File: src/sv/fbpa_pkg.sv
`timescale 1ns / 1ps

package fbpa_pkg;

    localparam int MAX_BLOCKS = 64;
    // wide enough to hold 0..MAX_BLOCKS
    localparam int COUNT_W = $clog2(MAX_BLOCKS + 1);

    localparam logic [31:0] POOL_BASE_RST   = 32'd0;
    localparam logic [15:0] BLOCK_SIZE_RST  = 16'd64;
    localparam logic [6:0]  BLOCK_COUNT_RST = 7'd64;

    typedef enum logic [1:0] {
        ST_OK       = 2'd0,
        ST_OOM      = 2'd1,
        ST_SIZE     = 2'd2,
        ST_NOT_LIVE = 2'd3
    } status_t;

    typedef enum logic [1:0] {
        CFG_POOL_BASE   = 2'd0,
        CFG_BLOCK_SIZE  = 2'd1,
        CFG_BLOCK_COUNT = 2'd2
    } cfg_idx_t;

    typedef enum logic [1:0] {
        S_IDLE,
        S_ALLOC,
        S_SEARCH
    } state_t;

    // broadcast to every live-list cell
    typedef struct packed {
        logic               start;
        logic               step;
        logic               append;
        logic               remove;
        logic [COUNT_W-1:0] live_count;
    } live_ctl_t;

    // reported by every live-list cell
    typedef struct packed {
        logic tok;
        logic hit;
        logic stop;
    } live_stat_t;

    // broadcast to every free-stack cell
    typedef struct packed {
        logic push;
        logic pop;
    } stack_ctl_t;

endpackage

File: src/sv/fbpa_stack_cell.sv
`timescale 1ns / 1ps

module fbpa_stack_cell (
    input  logic                  clk,
    input  fbpa_pkg::stack_ctl_t  ctl,
    input  logic [31:0]           prev_data,
    input  logic [31:0]           next_data,
    output logic [31:0]           data
);
    import fbpa_pkg::*;

    logic [31:0] data_reg;
    logic [31:0] data_next;

    // push moves everything one slot deeper, pop pulls it back up
    always_comb
    begin
        data_next = data_reg;
        if (ctl.push)
        begin
            data_next = prev_data;
        end
        else if (ctl.pop)
        begin
            data_next = next_data;
        end
    end

    always_ff @(posedge clk)
    begin
        data_reg <= data_next;
    end

    assign data = data_reg;

endmodule

File: config.mk
export PLATFORM = sky130hd
export DESIGN_NAME = fbpa_stack_cell
export DESIGN_NICKNAME = d
export VERILOG_FILES = /design/src/sv/fbpa_pkg.sv /design/src/sv/fbpa_stack_cell.sv
export SDC_FILE = /design/constraint.sdc
export NUM_CORES = 1
export LEC_CHECK = 0
export BUFFER_PORTS_ARGS = -buffer_cell sky130_fd_sc_hd__buf_4
export CAP_MARGIN = 10
export CORE_MARGIN = 10
export CORE_UTILIZATION = 30
export CTS_BUF_LIST = sky130_fd_sc_hd__clkbuf_16
export DETAILED_ROUTE_END_ITERATION = 16
export GPL_TIMING_DRIVEN = 0
export MAX_ROUTING_LAYER = met4
export PLACE_DENSITY = 0.6
export SLEW_MARGIN = 20
export SYNTH_ARGS = -nofsm -noshare
export SYNTH_HDL_FRONTEND = slang
export SYNTH_SLANG_ARGS = --single-unit
File: constraint.sdc
create_clock -name clk -period 1.3 [get_ports clk]
set_input_delay 0 -clock clk [delete_from_list [all_inputs] [get_ports clk]]
set_output_delay 0 -clock clk [all_outputs]
set_load 0.01 [all_outputs]
==> impl_metrics.tcl <==
set metrics [dict create \
    cts_buffer_depth 2 \
    leakage_nw 1.16 \
    dp_worst_setup_slack_ns -0.0325 \
    finalNonFillerCells 241 \
    drc 0 \
    layout_min_cycle_time_ns 1.01 \
    dpl.cell_count 233 \
    synth_area_sq_mm 0.00151 \
    worstMarginPinSlew_ns 0.739 \
    wire_per_inst_microns 16.9 \
    p_sw_share_pct 19.5 \
    ir_drop_mv 0.550 \
    async_reset_ff_share_pct 0 \
    setup_viol 0 \
    cp_top_family "simple AND/OR/NAND/NOR gates" \
    vias_per_cell 4.08 \
    hold_path.class "primary input to flop" \
    synth_top_area_share_pct 63.7 \
    finalWirelength_mm 4.08 \
    crit_type "primary input to flop" \
    power_frac_seq_pct 41.1 \
    drtIter0Drc 27 \
    largest_reg_flops 32 \
    setup.worst_path.start_class "primary input" \
    antenna_left 0 \
    worst_hold_slack_ns 0.0251 \
    combinationalPowerShare_pct 18.6 \
    critPathSlowestCell "or2_2" \
    die_h_microns 90.9 \
    ios 99 \
    start_util_pct 31.5 \
    grt_start_max_net_pins 33 \
    maxSlewViolCount 0 \
    post-cts-setup-buffer-count 0 \
    via_count 983 \
    arrival_ns 0.90 \
    grt_pass1_wl_mm 5.98 \
    cp-end-kind "flop" \
    powerDensity_mw_per_mm2 1270 \
    portBuffers 97 \
    dr.pass1.iters 4 \
    fp.dieW_microns 90.9 \
    synth_edf_count 32 \
    ys_ff_latch 32 \
    coreArea_sq_mm 0.00479 \
    synthCells 69 \
    grt_usage_pct 9.90 \
    post-synth-top-count-cell "edfxtp_1" \
    cts_tree "done" \
    cts_resized 0 \
    syn-num-nets 136 \
    die_area_sq_mm 0.00826 \
    avgSynthCellArea_sq_um 21.9 \
    synthTopCellsByCount "32 x edfxtp_1, 29 x mux2_4, 3 x buf_12, 3 x mux2_2" \
    yosysWarnings 0 \
    grt_overflow 0 \
    clockRootBuffer "clkbuf_16" \
    finalHoldViolCount 0 \
    htreeDepth 2 \
    power.internal_w 0.00254 \
    critPathRequiredTime_ns 1.20 \
    grt_setup_unrepaired "no" \
    cap_violations 0 \
    synth.distinct_cells 6 \
    crit_buf_inv 2 \
    cts.sinks 32 \
    synth_area_leaders "edfxtp_1 64%, mux2_4 29%, buf_12 4.0%, mux2_2 2.2%, buf_6 0.75%" \
    clkTransAtPathRegs_ns 0.05 \
    drive_gt1_share_pct 81.0 \
    rows 25 \
    synth_flop_cell "edfxtp_1" \
    fmax_ghz 0.994 \
    path_max_fanout 32 \
    postCtsHoldBufs 0 \
    yosys.area.top_type "edfxtp_1" \
    first_global_vias 1181 \
    setup_ws_ns 0.294 \
    path_cells "buf_6 > buf_12 > or2_2" \
    slew_headroom_pct 50.7 \
    ys_seq_area_share_pct 63.7 \
    nets 240 \
    period_share_pct 77.4 \
    pwr-share-clk_pct 40.3 \
    place.gp.congestion 0.675 \
    status "finished, final reports clean" \
    switching_power_w 0.000617 \
    antenna_found_initial 0 \
    cpPeakStageDelay_ns 0.61 \
    numCtsBuffers 5 \
    antennaDiodeCount 0 \
    p_total_w 0.00316 \
    area_growth_pct 64.7 \
]
## cell type report
cell class / count / area (sq um)
repair buffers: 97 / 728
flip-flops and latches: 32 / 961
plain buffers: 4 / 71.3
multi-input cells: 33 / 475
fillers: 433 / 2300
clock buffers: 5 / 125
well taps: 67 / 83.8
clock inverters: 3 / 38.8
## cells in the final DEF, fill, tap and decap left out
cell type / instances
bufinv_16: 1
edfxtp_1: 32
mux2_4: 29
buf_6: 1
clkinv_2: 1
mux2_2: 3
inv_1: 1
clkbuf_16: 5
or2_2: 1
buf_12: 3
buf_4: 97
## metrics by stage
step | util, % | TNS (ns) | instance area (sq um)
global placement | 48.5 | 0 | 2320
global route | 51.9 | 0 | 2480
detailed placement | 48.5 | -0.993 | 2320
floorplan | - | 0 | 1510
finish | 51.9 | 0 | 2480
CTS | 51.9 | 0 | 2480
## kinds of logic (layout without fill, tap and decap cells)
kind of cell / after synthesis / count (layout) / synth area share, %
flip-flops: 32 / 32 / 63.7
AND/OR/NAND/NOR: 1 / 1 / 0.415
multiplexers: 32 / 32 / 31.1
buffers and inverters: 4 / 109 / 4.73
## routing by layer
| layer | vias to the layer above | GRT usage [%] | wire (microns) |
|---|---|---|---|
| met2 | 55 | 17.1 | 2250 |
| li1 | 475 | - | - |
| met5 | - | - | 0 |
| met1 | 449 | 9.07 | 1430 |
| met3 | 4 | 5.15 | 339 |
| met4 | 0 | 3.92 | 59 |
## path summary, 6_finish.rpt
check,from,endpoint,slack (ns),depth (start not counted)
max,ctl[1],data[24],0.29,3
min,next_data[0],data[0],0.03,2
## power by group through the flow
stage | Sequential (W) | Clock (W) | Combinational [W]
floorplan | 0.00138 | 0 | 0.000183
global placement | 0.00132 | 0 | 0.000592
detailed placement | 0.00132 | 0 | 0.000601
CTS | 0.00130 | 0.00131 | 0.000602
global route | 0.00131 | 0.00138 | 0.000628
finish | 0.00130 | 0.00127 | 0.000588
Power figures use the tool's default switching activity.
