## src/sv/fbpa_pkg.sv

```systemverilog
`timescale 1ns / 1ps

package fbpa_pkg;

    localparam int MAX_BLOCKS = 64;
    // wide enough to hold 0..MAX_BLOCKS
    localparam int COUNT_W = $clog2(MAX_BLOCKS + 1);

    localparam logic [31:0] POOL_BASE_RST   = 32'd0;
    localparam logic [15:0] BLOCK_SIZE_RST  = 16'd64;
    localparam logic [6:0]  BLOCK_COUNT_RST = 7'd64;

    typedef enum logic [1:0] {
        ST_OK       = 2'd0,
        ST_OOM      = 2'd1,
        ST_SIZE     = 2'd2,
        ST_NOT_LIVE = 2'd3
    } status_t;

    typedef enum logic [1:0] {
        CFG_POOL_BASE   = 2'd0,
        CFG_BLOCK_SIZE  = 2'd1,
        CFG_BLOCK_COUNT = 2'd2
    } cfg_idx_t;

    typedef enum logic [1:0] {
        S_IDLE,
        S_ALLOC,
        S_SEARCH
    } state_t;

    // broadcast to every live-list cell
    typedef struct packed {
        logic               start;
        logic               step;
        logic               append;
        logic               remove;
        logic [COUNT_W-1:0] live_count;
    } live_ctl_t;

    // reported by every live-list cell
    typedef struct packed {
        logic tok;
        logic hit;
        logic stop;
    } live_stat_t;

    // broadcast to every free-stack cell
    typedef struct packed {
        logic push;
        logic pop;
    } stack_ctl_t;

endpackage

```

## src/sv/fbpa_live_cell.sv

```systemverilog
`timescale 1ns / 1ps

module fbpa_live_cell (
    input  logic                          clk,
    input  logic                          rst_n,
    input  fbpa_pkg::live_ctl_t           ctl,
    input  logic [fbpa_pkg::COUNT_W-1:0]  slot_id,
    input  logic [31:0]                   key,
    input  logic [31:0]                   new_addr,
    input  logic [31:0]                   next_data,
    input  logic                          tok_in,
    output logic [31:0]                   data,
    output fbpa_pkg::live_stat_t          stat
);
    import fbpa_pkg::*;

    logic [31:0] data_reg;
    logic [31:0] data_next;
    logic        tok_reg;
    logic        tok_next;
    logic        passed_reg;
    logic        passed_next;
    logic        active;
    logic        first;

    assign active = (slot_id < ctl.live_count);
    assign first  = (slot_id == '0);

    always_comb
    begin
        tok_next    = tok_reg;
        passed_next = passed_reg;
        if (ctl.start)
        begin
            tok_next    = first;
            passed_next = 1'b0;
        end
        else if (ctl.step)
        begin
            tok_next    = tok_in;
            passed_next = passed_reg | tok_reg;
        end
    end

    // remove: cells at or past the hit pull the word from the next slot
    always_comb
    begin
        data_next = data_reg;
        if (ctl.append && (slot_id == ctl.live_count))
        begin
            data_next = new_addr;
        end
        else if (ctl.remove && !passed_reg)
        begin
            data_next = next_data;
        end
    end

    always_ff @(posedge clk or negedge rst_n)
    begin
        if (!rst_n)
        begin
            tok_reg    <= 1'b0;
            passed_reg <= 1'b0;
        end
        else
        begin
            tok_reg    <= tok_next;
            passed_reg <= passed_next;
        end
    end

    always_ff @(posedge clk)
    begin
        data_reg <= data_next;
    end

    assign data      = data_reg;
    assign stat.tok  = tok_reg;
    assign stat.hit  = tok_reg & active & (data_reg == key);
    assign stat.stop = tok_reg & ~active;

endmodule

```

## config.mk

```make
export PLATFORM = sky130hd
export DESIGN_NAME = fbpa_live_cell
export DESIGN_NICKNAME = d
export VERILOG_FILES = /design/src/sv/fbpa_pkg.sv /design/src/sv/fbpa_live_cell.sv
export SDC_FILE = /design/constraint.sdc
export NUM_CORES = 1
export LEC_CHECK = 0
export BUFFER_PORTS_ARGS = -buffer_cell sky130_fd_sc_hd__clkbuf_2
export CAP_MARGIN = 30
export CORE_MARGIN = 2
export CORE_UTILIZATION = 43
export DETAILED_ROUTE_END_ITERATION = 7
export PLACE_DENSITY = 0.87
export SKIP_CTS_REPAIR_TIMING = 1
export SLEW_MARGIN = 20
export SYNTH_ARGS = -nofsm -noshare
export SYNTH_HDL_FRONTEND = slang
export SYNTH_SLANG_ARGS = --single-unit
```

## constraint.sdc

```tcl
create_clock -name clk -period 4.8 [get_ports clk]
set_clock_uncertainty 0.2 [all_clocks]
set_input_delay 0.72 -clock clk [delete_from_list [all_inputs] [get_ports clk]]
set_output_delay 0.72 -clock clk [all_outputs]
set_load 0.01 [all_outputs]
```

==> results.yml, run 1 <==
floorplanning:
  core_area_um2: 4410
  dieHeight_um: 72.0
  rows: 24
  initial_utilization_pct: 45.0
  design.portCount: 152
  die_w_um: 72.0
  die_outline_area_um2: 5180
power_and_ir_drop:
  power.total_mw: 0.706
  cellPowerDensity_nw_per_um2: 243
  power.static_leakage_nw: 1.38
  max-vdd-ir-drop_uv: 179
logic_synthesis:
  synth_seq_cells: 34
  syn_area_per_cell_um2: 13.4
  post_synth_instance_area_um2: 1990
  synthesis.instances: 148
  syn_nets: 272
  seq_area_frac_synth_pct: 50.9
  netlist-cell-type-count: 22
  ys_warn_count: 0
finish:
  fillCellCount: 337
  most-common-layout-cells: "sky130_fd_sc_hd__clkbuf_2 (151), sky130_fd_sc_hd__mux2_2 (32), sky130_fd_sc_hd__edfxtp_1 (32)"
  area_growth_from_synthesis_to_layout_pct: 46.5
  most_common_cell_after_layout_fill_and_taps_aside: "sky130_fd_sc_hd__clkbuf_2"
  final-seq-area_um2: 1010
  multi_input_comb_area_um2: 932
  diodes: 0
  stdcell_area_um2: 2910
  final_net_count: 428
  largest_reg_flops: 32
  final_layout_size_suffix_gt1_share_pct: 63.6
  fin_util_pct: 65.9
worst_setup_path:
  critical_path_required_ns: 3.88
  r2r_end: "data[12]"
  setup.worst_path.end_class: "output pin"
  cp_data_arrival_time_ns: 2.26
  critical_path.max_fanout: 3
  critical_path_class: "input pin to output pin"
  critical_path.reg2reg.startpoint: "passed_reg"
  reg2reg_setup_slack_ns: 3.18
  startpoint_type_of_the_worst_setup_path: "input pin"
  timing.reg2reg.worst_path_depth: 2
route:
  detail_route.drc_violations: 0
  antenna_violating_nets_post_route: 0
  first_iter_violations: 46
  total_number_of_vias: 1758
  wl_per_cell_um: 13.5
  drt_wl_total_um: 4840
  vias_per_cell: 4.92
  drt_pass1_iterations: 4
sta:
  final_hold_viol_count: 0
  setup_viol: 0
  worst-slew-pin-transition_ns: 0.782
  max_freq_mhz: 314
  worst_slew_margin_rel_pct: 47.8
  tns_ns: 0
  postLayoutSetupSlackWorst_ns: 1.62
  final_max_slew_viol_count: 0
  rsz0062_at_grt: "no"
  final_min_period_over_clock_period_pct: 66.3
  final.min_clock_period_ns: 3.18
run_status:
  outcome: "finished clean"
clocking:
  clk_root_buffer_cell: "sky130_fd_sc_hd__clkbuf_8"
  clockBufferDepth: 2
  numCtsBuffers: 5
  clock_network_latency_to_the_later_pin_of_the_worst_skew_pair_ns: 0.28
  cts_tree: "built"
  clkTransAtPathRegs_ns: 0.07
  cts_max_level: 2
  clkSinkCount: 34
placement:
  gp_routability_congestion: 0.786
  dp_slack_ns: 1.50
  hpwlAfterDp_um: 4060
  detailed_place.area_um2: 2830
  placement.io_buffers: 151
global_route:
  pin_count_of_the_biggest_net_entering_global_routing: 20
  grt_pass1_vias: 1771
  global_route.usage.total_pct: 18.5
  grt_antenna_before_repair: 0
  global_route_wire_length_before_repair_um: 7380
  grt_overflow_total: 0
job:
  timing.max_cap.violations: 0
worst_hold_path:
  worst_hold_path_type: "input pin to async pin"
[metal layers]
metal	vias up	GRT usage, %	share of wire (%)
li1	858	-	-
met1	797	18.8	35
met2	97	35.0	54
met3	6	6.67	9.4
met4	0	5.66	1.2
met5	-	0	0
[worst max-delay path by stage]
stage               endpoint  startpoint  slack (ns)
finish               stat[1]      ctl[6]        1.62
global route         stat[1]      ctl[6]        1.48
CTS                  stat[1]      ctl[6]        1.62
detailed placement   data[4]      ctl[6]        1.50
global placement    data[18]      ctl[6]        1.59
floorplan            data[0]      ctl[6]        1.35
[power by group]
part	switching [mW]	internal [mW]
clock network	0.100	0.0997
logic	0.0623	0.0825
registers	0.0130	0.348
total	0.175	0.530
[critical path, cell delays in order]
cell and delay (ns):
sky130_fd_sc_hd__clkbuf_2 0.08, sky130_fd_sc_hd__inv_1 0.04, sky130_fd_sc_hd__ha_1 0.31, sky130_fd_sc_hd__a21oi_1 0.14
sky130_fd_sc_hd__o21ai_0 0.11, sky130_fd_sc_hd__or4_1 0.54, sky130_fd_sc_hd__nor4_2 0.15, sky130_fd_sc_hd__clkbuf_2 0.18
[kinds of logic after synthesis]
kind of cell    count (synthesis)  share of synthesized area (%)
fa+ha+maj                       7                           4.41
xor+xnor                       32                           14.1
flops                          34                           50.9
compound gates                  9                           2.46
mux                            33                           18.6
simple gates                   21                           6.49
buf+inv                        12                           3.02
[synth_stat cells, drive strengths merged]
library cell,instances,area [um^2]
o22ai,1,6.26
mux2i,1,10.0
nand4,6,37.5
nand2,2,7.51
buf,4,30.0
xnor2,13,114
o21ai,2,10.0
xor2,19,166
nand3,1,5.00
dfrtp,2,50.1
ha,7,87.6
nor4,6,43.8
or4,2,15.0
nand3b,1,7.51
edfxtp,32,961
inv,8,30.0
o21a,1,7.51
nor2,2,7.51
nor3,1,5.00
a21oi,5,25.0
mux2,32,360
[per-stage QoR]
stage	hold slack (ns)	cells
after floorplan	0.224	148
after global placement	0.308	348
after detailed placement	0.307	349
after CTS	0.00150	357
after global routing	0.00536	357
final	0.0109	357
[area by class of cell]
| cell class | instances | share of cell area, % |
|---|---|---|
| Inverter | 8 | 1.03 |
| Multi-Input combinational cell | 102 | 32.0 |
| Tap cell | 52 | 2.24 |
| Sequential cell | 34 | 34.7 |
| Timing Repair Buffer | 153 | 27.2 |
| Clock inverter | 2 | 0.301 |
| Clock buffer | 6 | 2.49 |
No activity file was read; power rests on OpenSTA's default activity.
==> run 2: changes to the inputs <==
ABC_AREA = 1   (was default)
CORE_UTILIZATION = 38   (was 43)
PLACE_DENSITY = 0.77   (was 0.87)
clock period = 2.9 ns   (was 4.8 ns; I/O delays follow)
==> results.yml, run 2 <==
logic_synthesis:
  ys_warn_count: 0
  netlist.area_leader.share_pct: 41.4
  synth_enable_flop_cells: 32
  async_flop_share_pct: 5.88
  syn_nets: 359
  netlist-cell-type-count: 22
  synth_ff_type: "sky130_fd_sc_hd__edfxtp_1"
  syn_area_per_cell_um2: 9.88
  synthesis.instances: 235
  post_synth_most_frequent_cells: "sky130_fd_sc_hd__nand2_1 (57), sky130_fd_sc_hd__inv_1 (40), sky130_fd_sc_hd__edfxtp_1 (32)"
  post_synth_instance_area_um2: 2320
  synth_simple_gate_area_share_pct: 16.8
  combinational_family_with_the_most_area_after_synthesis: "multiplexers"
  synth.most_common_cell: "sky130_fd_sc_hd__nand2_1"
  synth_seq_cells: 34
  synth-xor-area-share_pct: 4.53
  compound_cell_area_share_of_the_yosys_netlist_pct: 2.48
  synth.largest_area_cell: "sky130_fd_sc_hd__edfxtp_1"
  synth_adder_area_share_pct: 3.77
  synth.top_cells.by_area: "sky130_fd_sc_hd__edfxtp_1 (41%), sky130_fd_sc_hd__mux2_4 (19%), sky130_fd_sc_hd__nand2_1 (9.2%)"
  synth.mux.area_fraction_pct: 20.6
  seq_area_frac_synth_pct: 43.6
global_route:
  grt_overflow_total: 0
  grt_pass1_vias: 2067
  grt_antenna_before_repair: 0
  pin_count_of_the_biggest_net_entering_global_routing: 24
  global_route_wire_length_before_repair_um: 8360
  global_route.usage.total_pct: 16.3
sta:
  setup_viol: 0
  worst_slew_margin_rel_pct: 78.3
  worst_hold_slack_ns: 0.137
  tns_ns: 0
  max_freq_mhz: 430
  rsz0062_at_grt: "no"
  postLayoutSetupSlackWorst_ns: 0.573
  final.min_clock_period_ns: 2.33
  final_max_slew_viol_count: 0
  final_min_period_over_clock_period_pct: 80.2
  final_hold_viol_count: 0
  worst-slew-pin-transition_ns: 0.323
placement:
  dp_slack_ns: 0.511
  detailed_place.area_um2: 3160
  numPlacedInstances: 460
  gp_routability_congestion: 0.861
  placement.io_buffers: 151
  hpwlAfterDp_um: 4800
finish:
  stdcell_area_um2: 3250
  largest_reg_flops: 32
  most_common_cell_after_layout_fill_and_taps_aside: "sky130_fd_sc_hd__clkbuf_2"
  diodes: 0
  area_growth_from_synthesis_to_layout_pct: 40.1
  final_layout_size_suffix_gt1_share_pct: 49.1
  final-instance-count-excl-fill: 468
  most-common-layout-cells: "sky130_fd_sc_hd__clkbuf_2 (151), sky130_fd_sc_hd__nand2_1 (57), sky130_fd_sc_hd__inv_1 (40)"
  fin_util_pct: 54.9
  final_net_count: 517
floorplanning:
  initial_utilization_pct: 39.2
  dieHeight_um: 82.2
  design.portCount: 152
  die_outline_area_um2: 6750
  rows: 28
  die_w_um: 82.2
  core_area_um2: 5920
route:
  drt_pass1_iterations: 4
  total_number_of_vias: 2080
  vias_per_cell: 4.44
  antenna_violating_nets_post_route: 0
  first_iter_violations: 35
  drt_wl_total_um: 5560
  detail_route.drc_violations: 0
  wl_per_cell_um: 11.9
clocking:
  numCtsBuffers: 5
  clock_network_latency_to_the_later_pin_of_the_worst_skew_pair_ns: 0.28
  clockBufferDepth: 2
  cts_tree: "built"
  clk_root_buffer_cell: "sky130_fd_sc_hd__clkbuf_8"
  cts_max_level: 2
  clkSinkCount: 34
  clkTransAtPathRegs_ns: 0.07
worst_setup_path:
  critical_path_required_ns: 2.27
  critical_path.slowest_cell: "sky130_fd_sc_hd__ha_1"
  path_buf_inv: 4
  cp_data_arrival_time_ns: 1.69
  timing.reg2reg.worst_path_depth: 4
  critical_path.max_stage_delay_ns: 0.30
  setup.worst_path.end_class: "output pin"
  cpLargestDelayFamily: "simple AND/OR/NAND/NOR gates"
  critical_path_class: "input pin to output pin"
  startpoint_type_of_the_worst_setup_path: "input pin"
  critical_path.cell_chain: "clkbuf_2, inv_1, ha_1, nand2_1, inv_1, a21oi_1, nand2_1, nor2_1, nand3_1, nor2_1, clkbuf_2"
  critical_path.max_fanout: 2
  crit_cells: 11
job:
  timing.max_cap.violations: 0
power_and_ir_drop:
  power.total_mw: 1.19
  power.static_leakage_nw: 1.88
  max-vdd-ir-drop_uv: 251
  cellPowerDensity_nw_per_um2: 367
worst_hold_path:
  min_path_cells: 2
  worst_hold_path_type: "input pin to register"
run_status:
  outcome: "finished clean"
## run 2: cell types whose count changed after synthesis, sizes merged, moves of 3 or more
cell   previous run  this run
nand2             2        57
inv               8        40
nor2              2        25
xor2             19         8
xnor2            13         4
nand4             6         0
nor4              6         1
o21ai             2         7
nand3             1         5
nor3              1         4
## run 2: where the power goes
part / total, mW / internal (mW) / switching (mW)
clock: 0.320 / 0.165 / 0.155
sequential: 0.598 / 0.577 / 0.0213
combinational: 0.273 / 0.148 / 0.124
## run 2: layout make-up
type / instances / area [um^2]
flip-flops and latches: 34 / 1010
well taps: 75 / 93.8
multi-input cells: 157 / 1120
inverters: 40 / 150
repair buffers: 155 / 801
fillers: 540 / 2670
clock buffers: 7 / 76.3
## run 2: worst paths after layout
kind                       startpoint         end  slack, ns
max                            ctl[6]     stat[1]       0.57
min                           ctl[10]  passed_reg       0.14
max reg2reg                passed_reg     data[8]       1.57
min reg2reg                passed_reg  passed_reg       0.33
max in group asynchronous       rst_n     tok_reg       2.13
min in group asynchronous       rst_n  passed_reg       0.27
## run 2: kinds of logic (layout without fill, tap and decap cells)
kind of cell	after synthesis	count (layout)
adder cells (fa/ha/maj)	7	7
XOR/XNOR	12	12
AO/OA/AOI/OAI	11	11
buffers and inverters	44	202
multiplexers	33	33
flip-flops	34	34
AND/OR/NAND/NOR	94	94
## run 2: layer usage
| metal | wire length (um) | vias up | share of wire [%] | GRT usage (%) |
|---|---|---|---|---|
| li1 | - | 1073 | - | - |
| met1 | 2070 | 911 | 37 | 16.5 |
| met2 | 3060 | 88 | 55 | 31.3 |
| met3 | 353 | 8 | 6.3 | 3.37 |
| met4 | 80 | 0 | 1.4 | 8.17 |
| met5 | 0 | - | 0 | 0 |
==> run 3: changes to the inputs <==
CORE_UTILIZATION = 43   (was 38)
PLACE_DENSITY = 0.83   (was 0.77)
clock period = 2.4 ns   (was 2.9 ns; I/O delays follow)
==> results.yml, run 3 (synthesized netlist as in run 2, its figures left out) <==
sta:
  worst_slew_margin_rel_pct: 76.0
  final_max_slew_viol_count: 0
  postLayoutSetupSlackWorst_ns: 0.117
  worst-slew-pin-transition_ns: 0.359
  final.min_clock_period_ns: 2.28
  tns_ns: 0
  final_hold_viol_count: 0
  max_freq_mhz: 438
  setup_viol: 0
  rsz0062_at_grt: "no"
  final_min_period_over_clock_period_pct: 95.1
global_route:
  global_route.usage.met1_pct: 20.0
  gr-usage-met3_pct: 4.88
  grt_overflow_total: 0
  met2_usage_pct: 38.9
  top_usage_layer: "met2"
  grt_pass1_vias: 2206
  pin_count_of_the_biggest_net_entering_global_routing: 21
  grt_antenna_before_repair: 0
  global_route_wire_length_before_repair_um: 9350
  global_route.usage.total_pct: 19.6
finish:
  final_net_count: 518
  final-seq-area_um2: 1010
  fin_util_pct: 62.8
  largest_reg_flops: 32
  most-common-layout-cells: "sky130_fd_sc_hd__clkbuf_2 (151), sky130_fd_sc_hd__nand2_1 (56), sky130_fd_sc_hd__inv_1 (40)"
  most_common_cell_after_layout_fill_and_taps_aside: "sky130_fd_sc_hd__clkbuf_2"
  final_layout_size_suffix_gt1_share_pct: 49.9
  stdcell_area_um2: 3250
  diodes: 0
  area_growth_from_synthesis_to_layout_pct: 40.1
  fillCellCount: 452
  multi_input_comb_area_um2: 1120
worst_setup_path:
  critical_path_class: "input pin to output pin"
  setup.worst_path.end_class: "output pin"
  startpoint_type_of_the_worst_setup_path: "input pin"
  timing.reg2reg.worst_path_depth: 4
  critical_path_required_ns: 1.84
  cp_data_arrival_time_ns: 1.72
  critical_path.max_fanout: 2
floorplanning:
  rows: 26
  initial_utilization_pct: 44.9
  die_outline_area_um2: 6000
  core_area_um2: 5170
  dieHeight_um: 77.5
  die_w_um: 77.5
  design.portCount: 152
route:
  vias_per_cell: 4.64
  antenna_violating_nets_post_route: 0
  wl_per_cell_um: 12.5
  drt_wl_total_um: 5840
  total_number_of_vias: 2156
  drt_pass1_iterations: 4
  first_iter_violations: 41
  detail_route.drc_violations: 0
clocking:
  cts_tree: "built"
  clk_root_buffer_cell: "sky130_fd_sc_hd__clkbuf_8"
  clock_network_latency_to_the_later_pin_of_the_worst_skew_pair_ns: 0.28
  clkSinkCount: 34
  clkTransAtPathRegs_ns: 0.07
  clockBufferDepth: 2
  cts_max_level: 2
  numCtsBuffers: 5
power_and_ir_drop:
  power.total_mw: 1.46
  cellPowerDensity_nw_per_um2: 450
  power.static_leakage_nw: 1.88
  max-vdd-ir-drop_uv: 324
worst_hold_path:
  min_path_cells: 2
  worst_hold_path_type: "input pin to register"
job:
  timing.max_cap.violations: 0
placement:
  detailed_place.area_um2: 3160
  dp_slack_ns: 0.127
  placement.io_buffers: 151
  hpwlAfterDp_um: 5010
  gp_routability_congestion: 0.896
run_status:
  outcome: "finished clean"
run 3: cell types whose count changed in the layout (fill, tap and decap cells not counted), sizes merged:
cell	delta
buf	+1
clkinvlp	+1
clkinv	+2
clkbuf	-2
run 3: cell type report:
type | instances | share of cell area [%]
inverters | 40 | 4.62
well taps | 70 | 2.69
clock buffers | 5 | 2.12
flip-flops and latches | 34 | 31.1
repair buffers | 156 | 24.5
multi-input cells | 157 | 34.5
clock inverters | 3 | 0.500
run 3: path summary, 6_finish.rpt:
path	from	to	slack [ns]
setup reg to reg	passed_reg	data[28]	1.03
hold / removal	ctl[10]	passed_reg	0.07
setup / recovery	ctl[6]	stat[1]	0.12
max in group asynchronous	rst_n	tok_reg	1.69
min in group asynchronous	rst_n	passed_reg	0.21
hold reg to reg	passed_reg	passed_reg	0.34
run 3: per-stage QoR:
stage | instances | hold WS, ns
detailed placement | 456 | -0.0483
global placement | 456 | -0.0534
global route | 465 | 0.0574
floorplan | 235 | -0.136
CTS | 464 | -0.356
finish | 465 | 0.0662
run 3: where the power goes:
| group | leakage (nW) | internal (mW) | total [mW] | switching (mW) |
|---|---|---|---|---|
| clock network | 0.0416 | 0.198 | 0.407 | 0.208 |
| logic | 1.50 | 0.179 | 0.333 | 0.153 |
| registers | 0.338 | 0.697 | 0.724 | 0.0272 |
run 3: per-layer routing:
layer / wire length, um / vias to the layer above
met3: 390 / 12
met5: 0 / -
met2: 3130 / 104
met4: 95 / 0
li1: - / 1079
met1: 2220 / 961
run 3: worst max-delay path, cell delays in order:
cell                       delay (ns)
sky130_fd_sc_hd__clkbuf_2        0.08
sky130_fd_sc_hd__inv_1           0.04
sky130_fd_sc_hd__ha_1            0.30
sky130_fd_sc_hd__nand2_1         0.11
sky130_fd_sc_hd__inv_1           0.05
sky130_fd_sc_hd__a21oi_1         0.20
sky130_fd_sc_hd__nand2_1         0.11
sky130_fd_sc_hd__nor2_1          0.12
sky130_fd_sc_hd__nand3_1         0.11
sky130_fd_sc_hd__nor2_1          0.11
sky130_fd_sc_hd__clkbuf_2        0.14
